===== config.mk =====
export PLATFORM = sky130hd
export DESIGN_NAME = hpack_header_field_parser
export DESIGN_NICKNAME = d
export VERILOG_FILES = /design/src/design/hpfp_pkg.sv /design/src/design/hpfp_step.sv /design/src/design/hpack_header_field_parser.sv
export SDC_FILE = /design/constraint.sdc
export NUM_CORES = 1
export LEC_CHECK = 0
export BUFFER_PORTS_ARGS = -buffer_cell sky130_fd_sc_hd__buf_2
export CAP_MARGIN = 20
export CORE_MARGIN = 2
export CORE_UTILIZATION = 35
export CTS_BUF_LIST = sky130_fd_sc_hd__clkbuf_16
export DETAILED_ROUTE_END_ITERATION = 8
export PLACE_DENSITY_LB_ADDON = 0.15
export SLEW_MARGIN = 20
export SYNTH_ARGS = -nofsm -noshare
export SYNTH_HDL_FRONTEND = slang
export SYNTH_HIERARCHICAL = 1
export SYNTH_SLANG_ARGS = --single-unit

===== constraint.sdc =====
create_clock -name clk -period 7.55 [get_ports clk]
set_input_delay 0.755 -clock clk [delete_from_list [all_inputs] [get_ports clk]]
set_output_delay 0.755 -clock clk [all_outputs]
set_load 0.1 [all_outputs]

===== src/design/hpfp_pkg.sv =====
// Shared types and codes for the HPACK header field parser.
package hpfp_pkg;

	// Parser phases
	localparam logic [2:0] PH_START = 3'd0;
	localparam logic [2:0] PH_REP   = 3'd1;
	localparam logic [2:0] PH_NLEN0 = 3'd2;
	localparam logic [2:0] PH_NLEN  = 3'd3;
	localparam logic [2:0] PH_NAME  = 3'd4;
	localparam logic [2:0] PH_VLEN0 = 3'd5;
	localparam logic [2:0] PH_VLEN  = 3'd6;
	localparam logic [2:0] PH_VALUE = 3'd7;

	// Result item kinds
	localparam logic [2:0] KIND_INT_MORE   = 3'd0;
	localparam logic [2:0] KIND_INT_DONE   = 3'd1;
	localparam logic [2:0] KIND_NAME_LEN   = 3'd2;
	localparam logic [2:0] KIND_NAME_BYTE  = 3'd3;
	localparam logic [2:0] KIND_VALUE_LEN  = 3'd4;
	localparam logic [2:0] KIND_VALUE_BYTE = 3'd5;

	// Representation types
	localparam logic [2:0] REP_INDEXED = 3'd0;
	localparam logic [2:0] REP_INCR    = 3'd1;
	localparam logic [2:0] REP_WITHOUT = 3'd2;
	localparam logic [2:0] REP_NEVER   = 3'd3;
	localparam logic [2:0] REP_SIZE    = 3'd4;

	// Error codes
	localparam logic [2:0] ERR_NONE      = 3'd0;
	localparam logic [2:0] ERR_LIMIT     = 3'd1;
	localparam logic [2:0] ERR_ZERO_IDX  = 3'd2;
	localparam logic [2:0] ERR_LATE_SIZE = 3'd3;
	localparam logic [2:0] ERR_STR_LONG  = 3'd4;
	localparam logic [2:0] ERR_EOS_RUN   = 3'd5;
	localparam logic [2:0] ERR_TRUNC     = 3'd6;

	// Configuration register indexes
	localparam logic [1:0] CFG_MAX_INTEGER   = 2'd0;
	localparam logic [1:0] CFG_MAX_NAME_LEN  = 2'd1;
	localparam logic [1:0] CFG_MAX_VALUE_LEN = 2'd2;

	localparam logic [31:0] MAX_INTEGER_RST   = 32'd65535;
	localparam logic [15:0] MAX_NAME_LEN_RST  = 16'd256;
	localparam logic [15:0] MAX_VALUE_LEN_RST = 16'd256;

	// Integer decode: 7-bit groups, largest live shift is 28, so a sum fits 36 bits
	localparam int          SUM_W      = 36;
	localparam logic [5:0]  SHIFT_STEP = 6'd7;
	localparam logic [5:0]  SHIFT_SAT  = 6'd63;
	localparam logic [5:0]  SHIFT_LIVE = 6'd32;
	localparam logic [5:0]  EOS_RUN    = 6'd30;

	typedef struct packed {
		logic [2:0] phase;
		logic [2:0] rep_kind;
		logic [5:0] shift;
		logic       huff;
		logic       field_seen;
		logic [4:0] ones_run;
		logic [2:0] err;
	} ctl_t;

	typedef struct packed {
		logic [2:0]  item_kind;
		logic [2:0]  rep_type;
		logic [31:0] int_value;
		logic [7:0]  string_byte;
		logic        huff_flag;
		logic        string_last;
		logic        field_done;
		logic [2:0]  error_code;
	} res_t;

endpackage


===== src/design/hpfp_step.sv =====
// Next-state and result logic for one header block octet.
module hpfp_step #(
	parameter int ACC_W = 32
) (
	input  hpfp_pkg::ctl_t    ctl,
	input  logic [ACC_W-1:0]  acc,
	input  logic [ACC_W-1:0]  rem,
	input  logic [7:0]        in_byte,
	input  logic              blk_end,
	input  logic [31:0]       max_integer,
	input  logic [15:0]       max_name_len,
	input  logic [15:0]       max_value_len,
	output hpfp_pkg::ctl_t    ctl_n,
	output logic [ACC_W-1:0]  acc_n,
	output logic [ACC_W-1:0]  rem_n,
	output hpfp_pkg::res_t    res
);
	import hpfp_pkg::*;

	localparam logic [31:0] ACC_MAX = 32'((64'd1 << ACC_W) - 64'd1);

	function automatic logic [3:0] lead_ones(input logic [7:0] b);
		logic [3:0] n;
		logic       run;
		n   = 4'd0;
		run = 1'b1;
		for (int i = 7; i >= 0; i--) begin
			if (run && b[i]) n = n + 4'd1;
			else run = 1'b0;
		end
		return n;
	endfunction

	function automatic logic [3:0] trail_ones(input logic [7:0] b);
		logic [3:0] n;
		logic       run;
		n   = 4'd0;
		run = 1'b1;
		for (int i = 0; i < 8; i++) begin
			if (run && b[i]) n = n + 4'd1;
			else run = 1'b0;
		end
		return n;
	endfunction

	logic [31:0]      lim;
	logic [SUM_W-1:0] cur;
	logic [SUM_W-1:0] sum;
	logic [6:0]       mask;
	logic [6:0]       pval;
	logic [2:0]       err;
	logic             fin_rep;
	logic             fin_len;
	logic             is_name;
	logic [15:0]      cap;
	logic [5:0]       run_sum;
	logic             all_ones;

	assign lim = (max_integer > ACC_MAX) ? ACC_MAX : max_integer;

	always_comb begin
		ctl_n    = ctl;
		rem_n    = rem;
		res      = '0;
		err      = ctl.err;
		cur      = SUM_W'(acc);
		sum      = '0;
		mask     = 7'h7f;
		pval     = '0;
		fin_rep  = 1'b0;
		fin_len  = 1'b0;
		is_name  = 1'b0;
		cap      = '0;
		all_ones = (in_byte == 8'hff);
		run_sum  = 6'({1'b0, ctl.ones_run}) + (all_ones ? 6'd8 : 6'(lead_ones(in_byte)));

		if (ctl.err == ERR_NONE) begin
			unique case (ctl.phase) inside
				PH_START: begin
					if (in_byte[7]) begin
						ctl_n.rep_kind = REP_INDEXED;
						mask = 7'h7f;
					end else if (in_byte[6]) begin
						ctl_n.rep_kind = REP_INCR;
						mask = 7'h3f;
					end else if (in_byte[5]) begin
						ctl_n.rep_kind = REP_SIZE;
						mask = 7'h1f;
					end else if (in_byte[4]) begin
						ctl_n.rep_kind = REP_NEVER;
						mask = 7'h0f;
					end else begin
						ctl_n.rep_kind = REP_WITHOUT;
						mask = 7'h0f;
					end
					pval        = in_byte[6:0] & mask;
					cur         = SUM_W'(pval);
					ctl_n.shift = '0;
					if (pval != mask) fin_rep = 1'b1;
					else ctl_n.phase = PH_REP;
					if (ctl_n.rep_kind != REP_SIZE) ctl_n.field_seen = 1'b1;
				end
				PH_REP, PH_NLEN, PH_VLEN: begin
					// continuation group, least significant first
					if (in_byte[6:0] != 7'd0) begin
						if (ctl.shift >= SHIFT_LIVE) begin
							err = ERR_LIMIT;
						end else begin
							sum = cur + (SUM_W'(in_byte[6:0]) << ctl.shift[4:0]);
							cur = sum;
							if (sum > SUM_W'(lim)) err = ERR_LIMIT;
						end
					end
					ctl_n.shift = (ctl.shift > SHIFT_SAT - SHIFT_STEP) ? SHIFT_SAT
						: ctl.shift + SHIFT_STEP;
					if (ctl.phase == PH_REP) begin
						if (err == ERR_NONE && !in_byte[7]) fin_rep = 1'b1;
					end else begin
						is_name = (ctl.phase == PH_NLEN);
						if (err == ERR_NONE && !in_byte[7]) fin_len = 1'b1;
						else res.huff_flag = ctl.huff;
					end
				end
				PH_NLEN0, PH_VLEN0: begin
					ctl_n.huff  = in_byte[7];
					cur         = SUM_W'(in_byte[6:0]);
					ctl_n.shift = '0;
					is_name     = (ctl.phase == PH_NLEN0);
					if (in_byte[6:0] != 7'h7f) begin
						fin_len = 1'b1;
					end else begin
						res.huff_flag = in_byte[7];
						ctl_n.phase   = is_name ? PH_NLEN : PH_VLEN;
					end
				end
				PH_NAME, PH_VALUE: begin
					is_name          = (ctl.phase == PH_NAME);
					res.item_kind    = is_name ? KIND_NAME_BYTE : KIND_VALUE_BYTE;
					res.string_byte  = in_byte;
					res.huff_flag    = ctl.huff;
					res.string_last  = (rem == ACC_W'(1));
					// run of one bits through this octet
					if (run_sum >= EOS_RUN) err = ERR_EOS_RUN;
					if (all_ones) begin
						ctl_n.ones_run = (run_sum >= EOS_RUN) ? EOS_RUN[4:0] : run_sum[4:0];
					end else begin
						ctl_n.ones_run = 5'(trail_ones(in_byte));
					end
					rem_n = rem - ACC_W'(1);
					if (res.string_last) begin
						if (is_name) begin
							ctl_n.phase = PH_VLEN0;
						end else begin
							res.field_done = 1'b1;
							ctl_n.phase    = PH_START;
						end
					end
				end
			endcase

			if (fin_rep) begin
				res.item_kind = KIND_INT_DONE;
				res.int_value = cur[31:0];
				if (cur > SUM_W'(lim)) begin
					err = ERR_LIMIT;
				end else if (ctl_n.rep_kind == REP_INDEXED && cur == '0) begin
					err = ERR_ZERO_IDX;
				end else if (ctl_n.rep_kind == REP_SIZE && ctl.field_seen) begin
					err = ERR_LATE_SIZE;
				end else if (ctl_n.rep_kind == REP_INDEXED || ctl_n.rep_kind == REP_SIZE) begin
					res.field_done = 1'b1;
					ctl_n.phase    = PH_START;
				end else begin
					ctl_n.phase = (cur == '0) ? PH_NLEN0 : PH_VLEN0;
				end
			end

			if (fin_len) begin
				cap           = is_name ? max_name_len : max_value_len;
				res.item_kind = is_name ? KIND_NAME_LEN : KIND_VALUE_LEN;
				res.int_value = cur[31:0];
				res.huff_flag = ctl_n.huff;
				if (cur > SUM_W'(lim)) begin
					err = ERR_LIMIT;
				end else if (!ctl_n.huff && cur > SUM_W'(cap)) begin
					err = ERR_STR_LONG;
				end else if (cur == '0) begin
					if (is_name) begin
						ctl_n.phase = PH_VLEN0;
					end else begin
						res.field_done = 1'b1;
						ctl_n.phase    = PH_START;
					end
				end else begin
					rem_n          = cur[ACC_W-1:0];
					ctl_n.ones_run = '0;
					ctl_n.phase    = is_name ? PH_NAME : PH_VALUE;
				end
			end
		end

		if (blk_end && err == ERR_NONE && ctl_n.phase != PH_START) err = ERR_TRUNC;

		if (err != ERR_NONE) res = '0;
		res.rep_type   = ctl_n.rep_kind;
		res.error_code = err;

		acc_n     = cur[ACC_W-1:0];
		ctl_n.err = err;

		if (blk_end) begin
			ctl_n.phase      = PH_START;
			ctl_n.shift      = '0;
			ctl_n.huff       = 1'b0;
			ctl_n.field_seen = 1'b0;
			ctl_n.ones_run   = '0;
			ctl_n.err        = ERR_NONE;
			acc_n            = '0;
			rem_n            = '0;
		end
	end

endmodule


===== src/design/hpack_header_field_parser.sv =====
// HPACK header field parser: one octet of a header block in, one result item out per transfer.
//
// The parser takes a header block one octet per cycle when results are not stalled, and
// returns exactly one result per octet. The leading bits of a representation pick its type
// (indexed, incremental, size update, never indexed, without indexing); prefix integers are
// completed by 7-bit continuation groups; name and value string octets pass through raw with
// their Huffman flag. Errors (integer over max_integer, index zero, size update after a
// field, raw string over its length limit, 30 one bits in a row inside a string, truncation
// at block_end) are sticky: later octets of the block give results with only rep_type and
// error_code set. All per-block state clears after the octet marked block_end. Throughput is
// one octet per cycle, sustained while out_ready stays high; each octet passes through the
// input register and then the per-octet state update into the result register. The rate is
// set by the octet-to-octet dependency through the phase and integer accumulator registers,
// which are updated once per octet. Configuration writes are taken at any time with
// cfg_ready held high and must only be issued while the parser is idle. INT_WIDTH (16..64)
// caps the decoded integer range at 2^min(INT_WIDTH,32)-1 on top of max_integer.
module hpack_header_field_parser #(
	parameter int INT_WIDTH = 32
) (
	input  logic        clk,
	input  logic        arst_n,
	// configuration write channel
	input  logic        cfg_valid,
	output logic        cfg_ready,
	input  logic [1:0]  cfg_index,
	input  logic [31:0] cfg_data,
	// input octets
	input  logic        in_valid,
	output logic        in_ready,
	input  logic [7:0]  in_byte,
	input  logic        block_end,
	// result items
	output logic        out_valid,
	input  logic        out_ready,
	output logic [2:0]  item_kind,
	output logic [2:0]  rep_type,
	output logic [31:0] int_value,
	output logic [7:0]  string_byte,
	output logic        huff_flag,
	output logic        string_last,
	output logic        field_done,
	output logic [2:0]  error_code
);
	import hpfp_pkg::*;

	// Accumulator and remaining-length registers never need more than the integer cap.
	localparam int ACC_W = (INT_WIDTH < 32) ? INT_WIDTH : 32;

	// Configuration registers
	logic [31:0] max_integer_q;
	logic [15:0] max_name_len_q;
	logic [15:0] max_value_len_q;

	// Input stage
	logic       valid_s1;
	logic [7:0] byte_s1;
	logic       end_s1;

	// Per-block parse state
	ctl_t             ctl_q;
	logic [ACC_W-1:0] acc_q;
	logic [ACC_W-1:0] rem_q;

	ctl_t             ctl_n;
	logic [ACC_W-1:0] acc_n;
	logic [ACC_W-1:0] rem_n;
	res_t             res_n;

	// Result register
	logic out_valid_q;
	res_t res_q;

	logic adv; // the octet in the input stage moves into the result register

	assign cfg_ready = 1'b1;

	always_ff @(posedge clk or negedge arst_n) begin
		if (!arst_n) begin
			max_integer_q   <= MAX_INTEGER_RST;
			max_name_len_q  <= MAX_NAME_LEN_RST;
			max_value_len_q <= MAX_VALUE_LEN_RST;
		end else if (cfg_valid && cfg_ready) begin
			unique case (cfg_index)
				CFG_MAX_INTEGER:   max_integer_q   <= cfg_data;
				CFG_MAX_NAME_LEN:  max_name_len_q  <= cfg_data[15:0];
				CFG_MAX_VALUE_LEN: max_value_len_q <= cfg_data[15:0];
				default: ; // writes past the register list are dropped
			endcase
		end
	end

	// The result register frees up the cycle it is taken, so a steady stream flows at one octet
	// per cycle while out_ready stays high, even with the input stage full.
	assign adv      = valid_s1 && (!out_valid_q || out_ready);
	assign in_ready = !valid_s1 || adv;

	always_ff @(posedge clk or negedge arst_n) begin
		if (!arst_n) begin
			valid_s1 <= 1'b0;
		end else if (in_ready) begin
			valid_s1 <= in_valid;
		end
	end

	always_ff @(posedge clk) begin
		if (in_valid && in_ready) begin
			byte_s1 <= in_byte;
			end_s1  <= block_end;
		end
	end

	hpfp_step #(
		.ACC_W (ACC_W)
	) u_step (
		.ctl           (ctl_q),
		.acc           (acc_q),
		.rem           (rem_q),
		.in_byte       (byte_s1),
		.blk_end       (end_s1),
		.max_integer   (max_integer_q),
		.max_name_len  (max_name_len_q),
		.max_value_len (max_value_len_q),
		.ctl_n         (ctl_n),
		.acc_n         (acc_n),
		.rem_n         (rem_n),
		.res           (res_n)
	);

	always_ff @(posedge clk or negedge arst_n) begin
		if (!arst_n) begin
			ctl_q <= '0;
			acc_q <= '0;
			rem_q <= '0;
		end else if (adv) begin
			ctl_q <= ctl_n;
			acc_q <= acc_n;
			rem_q <= rem_n;
		end
	end

	always_ff @(posedge clk or negedge arst_n) begin
		if (!arst_n) begin
			out_valid_q <= 1'b0;
		end else if (adv) begin
			out_valid_q <= 1'b1;
		end else if (out_ready) begin
			out_valid_q <= 1'b0;
		end
	end

	always_ff @(posedge clk) begin
		if (adv) res_q <= res_n;
	end

	assign out_valid   = out_valid_q;
	assign item_kind   = res_q.item_kind;
	assign rep_type    = res_q.rep_type;
	assign int_value   = res_q.int_value;
	assign string_byte = res_q.string_byte;
	assign huff_flag   = res_q.huff_flag;
	assign string_last = res_q.string_last;
	assign field_done  = res_q.field_done;
	assign error_code  = res_q.error_code;

endmodule


Word level (Yosys, flattened, before mapping)
Cells that the tools add are included.

operators by class
  add/subtract/negate cells = 18
  bitwise operators = 3
  eq/ne operators = 15
  shifts and indexed selects = 1
  muxes and demuxes = 190
  reductions and logical operators = 56
  $lt $le $gt $ge = 7

operator list
  cell                                                number
  2-to-1 mux 32 bit                                   12
  2-to-1 mux 4 bit                                    36
  2-to-1 mux 3 bit                                    44
  2-to-1 mux 36 bit                                   3
  case mux 36 bit (3 select lines)                    1
  > comparator 36 x 32 -> 1 bit                       2
  2-to-1 mux 1 bit                                    70
  adder 4 x 1 -> 4 bit, second input constant         14
  2-to-1 mux 5 bit                                    8
  adder 32 x 36 -> 36 bit                             1
  > comparator 36 x 16 -> 1 bit                       1
  logical NOT 36 bit                                  1
  left shift 7 x 5 -> 36 bit                          1
  == test 32 x 1 -> 1 bit, second input constant      1
  > comparator 32 bit, second input constant          1
  2-to-1 mux 16 bit                                   2
  subtractor 32 x 1 -> 32 bit, second input constant  1
  logical AND 1 bit                                   22
  2-to-1 mux 7 bit                                    3
  2-to-1 mux 19 bit                                   1
  == test 3 bit, second input constant                5
  logical NOT 3 bit                                   5
  2-to-1 mux 6 bit                                    2
  case mux 6 bit (2 select lines)                     1
  other kinds (31)                                    52

word-level totals
  flip-flop bits (word level) = 213
  bits of input ports = 48
  output and inout port bits = 55

Depth between registers and ports, before layout
Gate-level depths: netlist of run 1.

  depth after elaboration = 48
  depth in mapped cells = 36
  mapped depth without buffers = 31

By module
Netlist of run 1, hierarchy kept.

by module, submodules not included
  module                     area each (um^2)  times used  cells each
  hpfp_step                  9808.2            1           1561
  hpack_header_field_parser  7566.0            1           389

Least setup slack after synthesis of run 1
Ideal clock, no wire load.

  path kind = flip-flop to flip-flop
  start = register ctl_q[11] (netlist name)
  end = register rem_q[20]
  library setup time = 0.125 ns
  arrival = 6.772 ns
  cell stages (with the launch flop) = 34
  path slack = 0.653 ns
  data required time = 7.425 ns
  cells stage by stage = dfrtp_1 > buf_2 > buf_1 > mux2i_1 > nand2_1 > o21ai_0 > nor2_1 > a21oi_1 > nor2_1 > ha_1 > a21oi_4 > o311ai_2 > a32oi_2 > a21oi_1 > or3_1 > xor2_1 > ha_1 > nand4_1 > nor4_1 > a21oi_1 > a21oi_1 > nor3_1 > a211oi_1 > nand4_2 > o41ai_4 > and2b_1 > o21ai_2 > buf_6 > or2_2 > clkbuf_1 > a21o_1 > a22oi_1 > nor2_1 > mux2_2

on the way
  longest elaborated chain between the ends = 17

ends and longest elaborated chain
  item                             RTL line                          text
  from (decl)                      hpack_header_field_parser.sv:60   ctl_t ctl_q;
  from (signal assigned)           hpack_header_field_parser.sv:135  ctl_q <= ctl_n;
  left shift 7 x 5 -> 36 bit       hpfp_step.sv:109                  sum = cur + (SUM_W'(in_byte[6:0]) << ctl.shift[4:0]);
  adder 32 x 36 -> 36 bit          hpfp_step.sv:109
  > comparator 36 x 32 -> 1 bit    hpfp_step.sv:111                  if (sum > SUM_W'(lim)) err = ERR_LIMIT;
  2-to-1 mux 3 bit                 hpfp_step.sv:111
  2-to-1 mux 3 bit                 hpfp_step.sv:106                  if (ctl.shift >= SHIFT_LIVE) begin
  2-to-1 mux 3 bit                 hpfp_step.sv:105                  if (in_byte[6:0] != 7'd0) begin
  2-to-1 mux 3 bit                 hpfp_step.sv:78                   unique case (ctl.phase) inside
  2-to-1 mux 3 bit                 hpfp_step.sv:77                   if (ctl.err == ERR_NONE) begin
  [2 not listed]                   --
  2-to-1 mux 1 bit                 hpfp_step.sv:120                  if (err == ERR_NONE && !in_byte[7]) fin_len = 1'b1;
  2-to-1 mux 1 bit                 hpfp_step.sv:116                  if (ctl.phase == PH_REP) begin
  case mux 1 bit (2 select lines)  hpfp_step.sv:78
  2-to-1 mux 1 bit                 hpfp_step.sv:77
  2-to-1 mux 32 bit (*)            hpfp_step.sv:178                  if (fin_len) begin
  2-to-1 mux 32 bit (*)            hpfp_step.sv:77
  2-to-1 mux 32 bit (*)            hpfp_step.sv:211                  if (blk_end) begin
  via rem_n[20]                    hpack_header_field_parser.sv:66   logic [ACC_W-1:0] rem_n;
  to (signal assigned)             hpack_header_field_parser.sv:137  rem_q <= rem_n;
  to (decl)                        hpack_header_field_parser.sv:62   logic [ACC_W-1:0] rem_q;

Mark *: on every way through the listed nets, which the timed path passes. The rest lies on a longest branch. The select of a mux whose other input is x is not followed.
A chain may end at the register's enable or synchronous reset.

Worst setup path after layout of run 1
Same ends and word-level chain as after synthesis.

==> run metrics, run 1 <==
PD cells=392 nW/µm²; total chip power=0.00811 W; core area=roughly 50000 µm²; Max Freq=138 MHz; Filler Cell Count=approximately 5000; Post-synth top flop=dfrtp_1; initial core utilization=0.355; first-pass GRT wire length=between 90000 and 100000 µm; GPL Wtd Cong=0.991; H-tree levels=1; Clk pwr share=0.164; YS warnings=6; clock skew=0.0154 ns; max_slew headroom=0.230; worst-path fanout max=26; Post-synth EDFFs=61; Final #Nets=roughly 2300; GRT overflow=0; maximum VDD drop=204 µV; Unique masters post-synth=102; total CTS buffers=27; area of the multi-input gates=11200 µm²; Clock Sinks=213; Leakage=9.25 nW; maxcap violations=0; largest area contributor in the netlist=dfrtp_1; Tot GR Track Use=0.233; clk_lat worst skew=roughly 0.57 ns; Comb pwr share=0.613; syn nets=2129; Reg clk slew, reported paths=0.07 ns; Critical Path RT=8.00 ns; antenna violations before repair=0; initial DRC count=1380; CP Launch Type=register; Die Area=51400 µm²; Internal=0.00409 W; Storage cell area=about 5700 µm²; final wirelength=61200 µm; remaining routing DRC violations=0; post-detail-place hpwl=45700 µm; CP dominant cell by count=buf_4; ratio of cells with drive above 1 in the final layout=0.285; row count=81; via/cell ratio=around 5.7; Final Cycle Share=0.962; Synth top area share=0.193; drt pass-1 iters=5; Crit Path Category=reg -> reg; WL/cell=roughly 22 µm; CP max stage cell=dfrtp_2; largest net degree at the start of global routing=98; NetSw=0.00402 W; register bit total from synthesis=213; I/O Buffers=101; status=completed; io pins=103; Tmin final=7.26 ns; post-synthesis sequential area ratio=0.326; sw frac=0.495; worst slew pin tran=1.15 ns; Reg power frac=0.223; clock tree buffer depth=3; slowest stage delay, CP=0.46 ns; crit path capture type=register; vias in the first global route=15300; Antenna Cells=0; Sum Neg Setup Slack=0 ns; final hold viol count=0; Mapped Area=17400 µm²; Pins Over Slew Limit=0; Die Wd=227 µm; endpoints failing setup=0; Post-synth ARST share=0.714; CTS tree=built; CTS root buf=clkbuf_16; Area contributors post-synth=dfrtp_1 (19%), edfxtp_1 (11%), mux2_2 (10%); die height=between 200 and 250 µm; Post-Synthesis Cells=1950; CP arrival=7.71 ns; syn avg cell area=8.91 µm²; Final ANT Viol Nets=0; Area growth syn-to-layout=19.1%; Hold WC Path Type=in -> async; Hold-fix buffers, CTS=0; via count=16100
==> worst max-delay path, delay by kind of cell, from the launching register on <==
kind / cells / cell delay, ns
buf+inv: 5 / 0.91
xor+xnor: 1 / 0.10
compound gates: 12 / 2.47
mux: 2 / 0.62
simple gates: 10 / 1.89
fa+ha+maj: 2 / 0.66
flops: 1 / 0.46
==> worst paths after layout <==
path / from / to / slack, ns / cells after the start
worst min-delay path: arst_n / acc_q[24] / 0.21 / 1
max in group asynchronous: arst_n / max_name_len_q[2] / 5.84 / 2
min in group clk: in_byte[7] / byte_s1[7] / 0.37 / 1
worst min register to register: max_integer_q[24] / max_integer_q[24] / 0.49 / 1
worst max-delay path: ctl_q[11] / rem_q[20] / 0.29 / 32
worst max register to register: ctl_q[11] / rem_q[20] / 0.29 / 32
==> cells in the mapped netlist, types with 8 or more instances <==
| cell | n |
|---|---|
| or2_2 | 10 |
| a22oi_1 | 35 |
| inv_1 | 93 |
| a31oi_1 | 12 |
| mux2i_1 | 32 |
| nor2b_1 | 11 |
| a211oi_1 | 28 |
| buf_6 | 13 |
| xnor2_1 | 12 |
| o21bai_1 | 8 |
| nor4_2 | 11 |
| nand2_1 | 174 |
| nand4_1 | 36 |
| nand3_1 | 38 |
| edfxtp_1 | 61 |
| dfrtp_1 | 134 |
| and3_1 | 13 |
| o211ai_1 | 13 |
| o21a_1 | 22 |
| ha_1 | 129 |
| clkbuf_1 | 65 |
| o21ai_1 | 9 |
| buf_2 | 25 |
| o22ai_1 | 25 |
| nand2b_1 | 18 |
| nor2_1 | 198 |
| a21o_1 | 25 |
| o31ai_1 | 10 |
| a221oi_1 | 10 |
| o21ai_0 | 98 |
| mux2_2 | 159 |
| buf_1 | 9 |
| xor2_1 | 21 |
| and2_1 | 21 |
| dfstp_2 | 18 |
| nor4_1 | 45 |
| or3_1 | 14 |
| a21oi_1 | 124 |
| nor3_1 | 49 |
==> routing by layer <==
layer / track usage / up-vias / share of wire
met5: 0 / - / 0
met2: 0.369 / 496 / 0.45
met3: 0.0236 / 101 / 0.048
li1: - / 7554 / -
met4: 0.0951 / 0 / 0.044
met1: 0.325 / 7908 / 0.46
==> area by class of cell <==
class                      count  share of cell area
timing repair buffer         253              0.0831
multi-input combinational   1526               0.543
sequential                   213               0.274
tap                          664              0.0402
clock buffer                  27              0.0327
inverter                      94              0.0171
clock inverter                23              0.0106
==> sequential cells by signal, indices dropped and copies added (netlist names) <==
register / flops
rep_type: 3
max_name_len_q: 16
valid_s1: 1
int_value: 32
out_valid: 1
huff_flag: 1
acc_q: 32
item_kind: 3
field_done: 1
string_last: 1
rem_q: 32
end_s1: 1
error_code: 3
max_integer_q: 32
max_value_len_q: 16
byte_s1: 8
ctl_q: 22
string_byte: 8
==> power by group through the flow <==
stage                     Sequential, W  Clock (W)  Combinational, W
after floorplan                 0.00206          0           0.00299
after global placement          0.00181          0           0.00470
final                           0.00181    0.00133           0.00497
after detailed placement        0.00182          0           0.00475
after global routing            0.00186    0.00141           0.00536
after CTS                       0.00180    0.00136           0.00478
==> cells by family after synthesis <==
kind of cell	count (synthesis)	share of synthesized area
buf+inv	211	0.0541
flops	213	0.326
mux	195	0.125
simple gates	662	0.187
fa+ha+maj	131	0.0952
xor+xnor	33	0.0166
other cells	1	0.000216
compound gates	504	0.196
==> what timing repair did <==
| item | CTS | global route |
|---|---|---|
| pin swaps | 0 | 15 |
| gates cloned | 0 | 0 |
| endpoints found under the hold margin | 0 | 0 |
| gates resized for setup | 12 | 81 |
| setup endpoints to repair | 85 | 86 |
| buffers inserted | 3 | 16 |
==> layout by cell type, fill, tap and decap left out, types with 9 or more instances in the layout <==
cell         n
buf_2      100
a221oi_1    10
nand4_1     36
xor2_1      19
a21oi_1    117
nor2b_1     11
o211ai_1    13
o21ai_1     14
or3_1       14
ha_1       116
xnor2_1     10
nor2_1     192
and2_1      21
a31oi_1     11
dfrtp_1    131
inv_1       98
nor3_1      43
a22oi_1     35
nor4_2      17
and3_1      13
edfxtp_1    61
a211oi_1    25
o22ai_1     22
buf_4      146
nand2_1    171
nand3_1     38
o21ai_0     90
nor4_1      38
o31ai_1      9
mux2_2     159
a21o_1      25
o21a_1      22
nand2b_1    17
mux2i_1     28
dfstp_2     18
or2_2       10
clkbuf_16   27
==> through the flow <==
| stage | setup WS (ns) | cell area (µm²) | hold WS [ns] | instances | utilization |
|---|---|---|---|---|---|
| global placement | -0.276 | 19200 | 0.472 | 2731 | 0.393 |
| detailed placement | -0.326 | 19200 | 0.483 | 2731 | 0.393 |
| CTS | 0.0108 | 20200 | 0.273 | 2784 | 0.412 |
| finish | 0.289 | 20700 | 0.213 | 2800 | 0.423 |
| global route | -0.0767 | 20700 | 0.291 | 2800 | 0.423 |
| floorplan | 0.653 | 17400 | 0.457 | 1950 | - |
Power figures use the tool's default switching activity.
==> run 2: changes to the inputs <==
Settings changed: CORE_UTILIZATION 35 to 40, CTS_BUF_LIST sky130_fd_sc_hd__clkbuf_16 to unset.
==> run 2 against run 1 <==
Final area down 0.22%; maximum frequency grew 0.88%; via count hardly changed; wire length decreased by 0.96%; sequential share of layout area increased by 0.061 points; register-to-register slack better by 0.06 ns; flip-flop and latch count is the same; sequential power hardly changed; worst hold slack worse by 0.12 ns; die area down 12%; largest power group unchanged; total power grew 0.97%; global-route usage up 3.5 points.
==> run metrics, run 2 (synthesis gave the netlist of run 1 again) <==
final setup margin=0.353 ns; Pins Over Slew Limit=0; worst-case reg-to-reg path depth=29; Final ANT Viol Nets=0; Crit Path Category=reg -> reg; I/O Buffers=101; Placed Instances=2668; Hold WC Path Type=in -> async; Clock Sinks=213; clock tree buffer depth=3; clk_lat worst skew=0.59 ns; endpoints failing setup=0; slowest stage delay, CP=0.57 ns; clock skew=approximately 0.024 ns; maxcap violations=0; maximum VDD drop=238 µV; r2r setup slk=0.35 ns; antenna violations before repair=0; CP Launch Type=register; final wirelength=60600 µm; CP max stage cell=mux4_2; most frequent cells in the layout=nor2_1 (188), nand2_1 (171), mux2_2 (159); total chip power=0.00819 W; Final Cycle Share=0.953; Final Cell Area=20600 µm²; Max Freq=approximately 140 MHz; WL/cell=22.3 µm; Critical Path RT=7.92 ns; via count=16100; GPL Wtd Cong=0.950; Tot GR Track Use=0.268; crit path capture type=register; post-detail-place hpwl=45700 µm; commonest non-fill, non-tap cell in the layout=nor2_1; DP Area=19300 µm²; Util after Layout=0.480; initial DRC count=1362; worst slew pin tran=~1.2 ns; remaining routing DRC violations=0; worst-path fanout max=30; Hold-fix buffers, CTS=0; first-pass GRT wire length=between 90000 and 100000 µm; Reg clk slew, reported paths=0.07 ns; Reg-to-Reg End=int_value[20]; vias in the first global route=15400; ratio of cells with drive above 1 in the final layout=0.290; final hold viol count=0; CTS root buf=clkbuf_16; largest net degree at the start of global routing=95; initial core utilization=0.404; max_slew headroom=0.232; Tmin final=just over 7 ns; PD cells=397 nW/µm²; Die Wd=roughly 210 µm; core area=43000 µm²; row count=76; Leakage=roughly 9.2 nW; CP arrival=between 7 and 8 ns; status=completed; Area growth syn-to-layout=18.8%; via/cell ratio=5.90; total CTS buffers=26; Final #Nets=2294; io pins=103; Antenna Cells=0; CTS tree=built; Die Area=45100 µm²; pre-CTS setup slack=-0.532 ns; GRT overflow=0; die height=212 µm; Reg2Reg Launch Point=ctl_q[11]; non-filler cells, final=2720; H-tree levels=1; drt pass-1 iters=5
-- run 2: critical path, delay by kind of cell, from the launching register on --
family                     cells  cell delay, ns
AOI/OAI and AO/OA              9            1.93
xor gates and xnor gates       1            0.25
adders and majority gates      2            0.58
buffers and inverters          5            0.82
DFF                            1            0.49
muxes                          1            0.57
and+or+nand+nor               11            2.32
-- run 2: per-stage QoR --
step	setup TNS [ns]	hold WS (ns)
2_1_floorplan	0	0.457
3_3_place_gp	-53.90	0.474
3_5_place_dp	-32.54	0.483
4_1_cts	0	0.0885
5_1_grt	-0.240	0.108
6_report	0	0.0947
-- run 2: what timing repair did --
action | CTS | global route
setup endpoints to repair | 89 | 89
setup buffers | 1 | 3
resized for setup | 12 | 85
pin swaps | 2 | 15
-- run 2: cell type report --
| class | instances | area (µm²) |
|---|---|---|
| flip-flops and latches | 213 | 5660 |
| clock inverters | 18 | 231 |
| repair buffers | 254 | 1760 |
| multi-input cells | 1526 | 11200 |
| well taps | 585 | 732 |
| clock buffers | 30 | 687 |
| fillers | 4172 | 22300 |
| inverters | 94 | 354 |
-- run 2: worst max path at each step --
stage | start | slack [ns] | end
2_1_floorplan | ctl_q[11] | 0.65 | rem_q[20]
3_5_place_dp | ctl_q[11] | -0.53 | int_value[6]
3_3_place_gp | ctl_q[11] | -0.85 | int_value[16]
6_report | ctl_q[11] | 0.35 | int_value[20]
5_1_grt | ctl_q[11] | -0.04 | rem_q[14]
4_1_cts | ctl_q[11] | 0.02 | int_value[11]
-- run 2: per-layer routing --
layer | GRT usage | wire, µm | vias up
met5 | 0 | 0 | -
met3 | 0.0282 | 3170 | 106
met4 | 0.108 | 2580 | 0
met1 | 0.380 | 28100 | 7910
li1 | - | - | 7550
met2 | 0.417 | 26700 | 492
-- run 2: where the power goes --
group	switching (W)	internal, W	total, W	leakage (nW)
Clock	0.000556	0.000796	0.00135	0.442
Combinational	0.00320	0.00184	0.00504	6.22
Sequential	0.000289	0.00150	0.00179	2.53
Total	0.00405	0.00414	0.00819	9.20
==> run 3: changes to the inputs <==
--- a/config.mk
+++ b/config.mk
@@ -16,3 +16,2 @@
 export SYNTH_HDL_FRONTEND = slang
-export SYNTH_HIERARCHICAL = 1
 export SYNTH_SLANG_ARGS = --single-unit
==> constraint.sdc (replaced) <==
create_clock -name clk -period 7.55 [get_ports clk]
set_input_delay 1.8875 -clock clk [delete_from_list [all_inputs] [get_ports clk]]
set_output_delay 1.8875 -clock clk [all_outputs]
set_load 0.1 [all_outputs]
==> run 3 against run 2 <==
First-iteration DRC count decreased by 21%; final area down 12%; sequential power shrank 11%; critical endpoint is now int_value[14]; largest cell class unchanged; largest power group unchanged.
==> run metrics, run 3 <==
status=completed; slowest stage delay, CP=0.53 ns; Post-Synthesis Cells=1721; Final Cycle Share=0.951; CP arrival=between 7 and 8 ns; final setup margin=between 0.3 and 0.4 ns; Unique masters post-synth=94; Final ANT Viol Nets=0; commonest non-fill, non-tap cell in the layout=nand2_1; Final #Nets=2036; io pins=103; pre-CTS setup slack=roughly 0.06 ns; post-synthesis sequential area ratio=0.364; YS warnings=0; syn nets=1900; Mapped Area=15500 µm²; most common cell in the netlist=nand2_1; worst-case reg-to-reg path depth=28; GRT overflow=0; Reg-to-Reg End=int_value[14]; worst slew pin tran=just over 1 ns; Die Area=40400 µm²; initial DRC count=1077; Hold WC Path Type=reg -> reg; hold_sp=valid_s1; vias in the first global route=13700; Pins Over Slew Limit=0; Max Freq=around 140 MHz; met2 wire len=23400 µm; CP max stage cell=mux4_2; via count=14200; max_slew headroom=0.326; Area contributors post-synth=dfrtp_1 (22%), edfxtp_1 (12%), ha_1 (10%); Tot GR Track Use=0.264; Tmin final=7.18 ns; remaining routing DRC violations=0; Leakage=roughly 8.1 nW; final wirelength=54100 µm; core area=approximately 38000 µm²; I/O Buffers=about 100; ratio of cells with drive above 1 in the final layout=0.205; Area growth syn-to-layout=16.3%; CTS tree=built; M1 WL=around 24000 µm; Worst Setup EP=int_value[14]; register bit total from synthesis=213; WL met3=3860 µm; first-pass GRT wire length=82900 µm; clock tree buffer depth=3; Post-synth top flop=dfrtp_1; total CTS buffers=27; CP Launch Type=register; PD cells=361 nW/µm²; syn avg cell area=9.02 µm²; antenna violations before repair=0; Antenna Cells=0; r2r setup slk=0.37 ns; GPL Wtd Cong=0.977; Synth top area share=0.216; maximum VDD drop=290 µV; CTS root buf=clkbuf_16; Crit Path Category=reg -> reg; Die Wd=201 µm; most frequent cells in the layout=nand2_1 (192), o21ai_0 (164), dfrtp_1 (132); drt pass-1 iters=6; largest area contributor in the netlist=dfrtp_1; endpoints failing setup=0; DR top layer=met4; clk_lat worst skew=~0.57 ns; crit path capture type=register; H-tree levels=1; Final Cell Area=18100 µm²; maxcap violations=0; WL/cell=22.6 µm; Critical Path RT=7.96 ns; CP startpoint=byte_s1[4]; worst-path fanout max=28; initial core utilization=0.404; top cells by count, synth=nand2_1 (193), o21ai_0 (169), dfrtp_1 (134), ha_1 (129), nor2_1 (118); Reg clk slew, reported paths=0.06 ns; Reg2Reg Launch Point=byte_s1[4]; largest net degree at the start of global routing=95; CP dominant cell by count=a21o_1; via/cell ratio=approximately 5.9; final hold viol count=0; Post-synth EDFFs=61; DP Area=~17000 µm²; post-detail-place hpwl=40300 µm; worst hold slack=between 0.4 and 0.5 ns; Clock Sinks=213; die height=201 µm; row count=72; Post-synth ARST share=0.714; Sum Neg Setup Slack=0 ns; clock skew=0.0188 ns; Hold-fix buffers, CTS=0
## run 3: cell count changes after synthesis, moves of 24 or more
cell	before	now
nor4_1	45	15
o21ai_0	98	169
nor3_2	0	24
a22o_1	2	34
mux2_2	159	43
nor2_1	198	118
## run 3: timing repair
action / in CTS / in global routing
setup endpoints to repair: 0 / 88
resized for setup: 0 / 34
buffers inserted: 0 / 3
hold endpoints to repair: 0 / 0
## run 3: routing by layer
| layer | vias up | track usage |
|---|---|---|
| met4 | 0 | 0.114 |
| li1 | 6672 | - |
| met2 | 537 | 0.403 |
| met5 | - | 0 |
| met1 | 6887 | 0.373 |
| met3 | 90 | 0.0401 |
## run 3: where the power goes
group          total (W)  internal [W]  switching [W]
Combinational    0.00368       0.00120        0.00249
Clock            0.00124      0.000702       0.000539
Sequential       0.00160       0.00144       0.000160
Total            0.00652       0.00334        0.00319
## run 3: final cells by class
| class | count | area, µm² |
|---|---|---|
| Clock inverter | 13 | 105 |
| Tap cell | 518 | 648 |
| Fill cell | 3769 | 20400 |
| Multi-Input combinational cell | 1343 | 9400 |
| Timing Repair Buffer | 194 | 1250 |
| Inverter | 78 | 293 |
| Clock buffer | 35 | 716 |
| Sequential cell | 213 | 5660 |
## run 3: through the flow
step,util,instances,total power [W]
floorplan,-,1721,0.00408
global placement,0.444,2343,0.00517
detailed placement,0.444,2343,0.00522
CTS,0.465,2391,0.00649
global route,0.470,2394,0.00693
finish,0.470,2394,0.00652
## run 3: worst max-delay path: cells and delay by family, from the launching register on
kind / cells / cell delay, ns
AOI/OAI and AO/OA: 15 / 3.57
and+or+nand+nor: 6 / 1.33
muxes: 1 / 0.53
adders and majority gates: 2 / 0.53
buffers and inverters: 3 / 0.48
DFF: 1 / 0.44
xor gates and xnor gates: 1 / 0.12
## run 3: kinds of logic after synthesis
logic type / count (synthesis) / synth area share
other: 1 / 0.000241
and+or+nand+nor: 571 / 0.188
adders and majority gates: 131 / 0.107
DFF: 213 / 0.364
buffers and inverters: 165 / 0.0422
muxes: 77 / 0.0539
AOI/OAI and AO/OA: 524 / 0.223
xor gates and xnor gates: 39 / 0.0220
## run 3: worst min-delay path by stage
stage                         end  slack, ns  cells after the start
5_1_grt        max_name_len_q[12]       0.51                      1
3_3_place_gp            rem_q[26]       0.47                      2
6_report                out_valid       0.49                      1
2_1_floorplan            ctl_q[6]       0.45                      2
4_1_cts                 out_valid       0.49                      1
3_5_place_dp             ctl_q[6]       0.47                      2
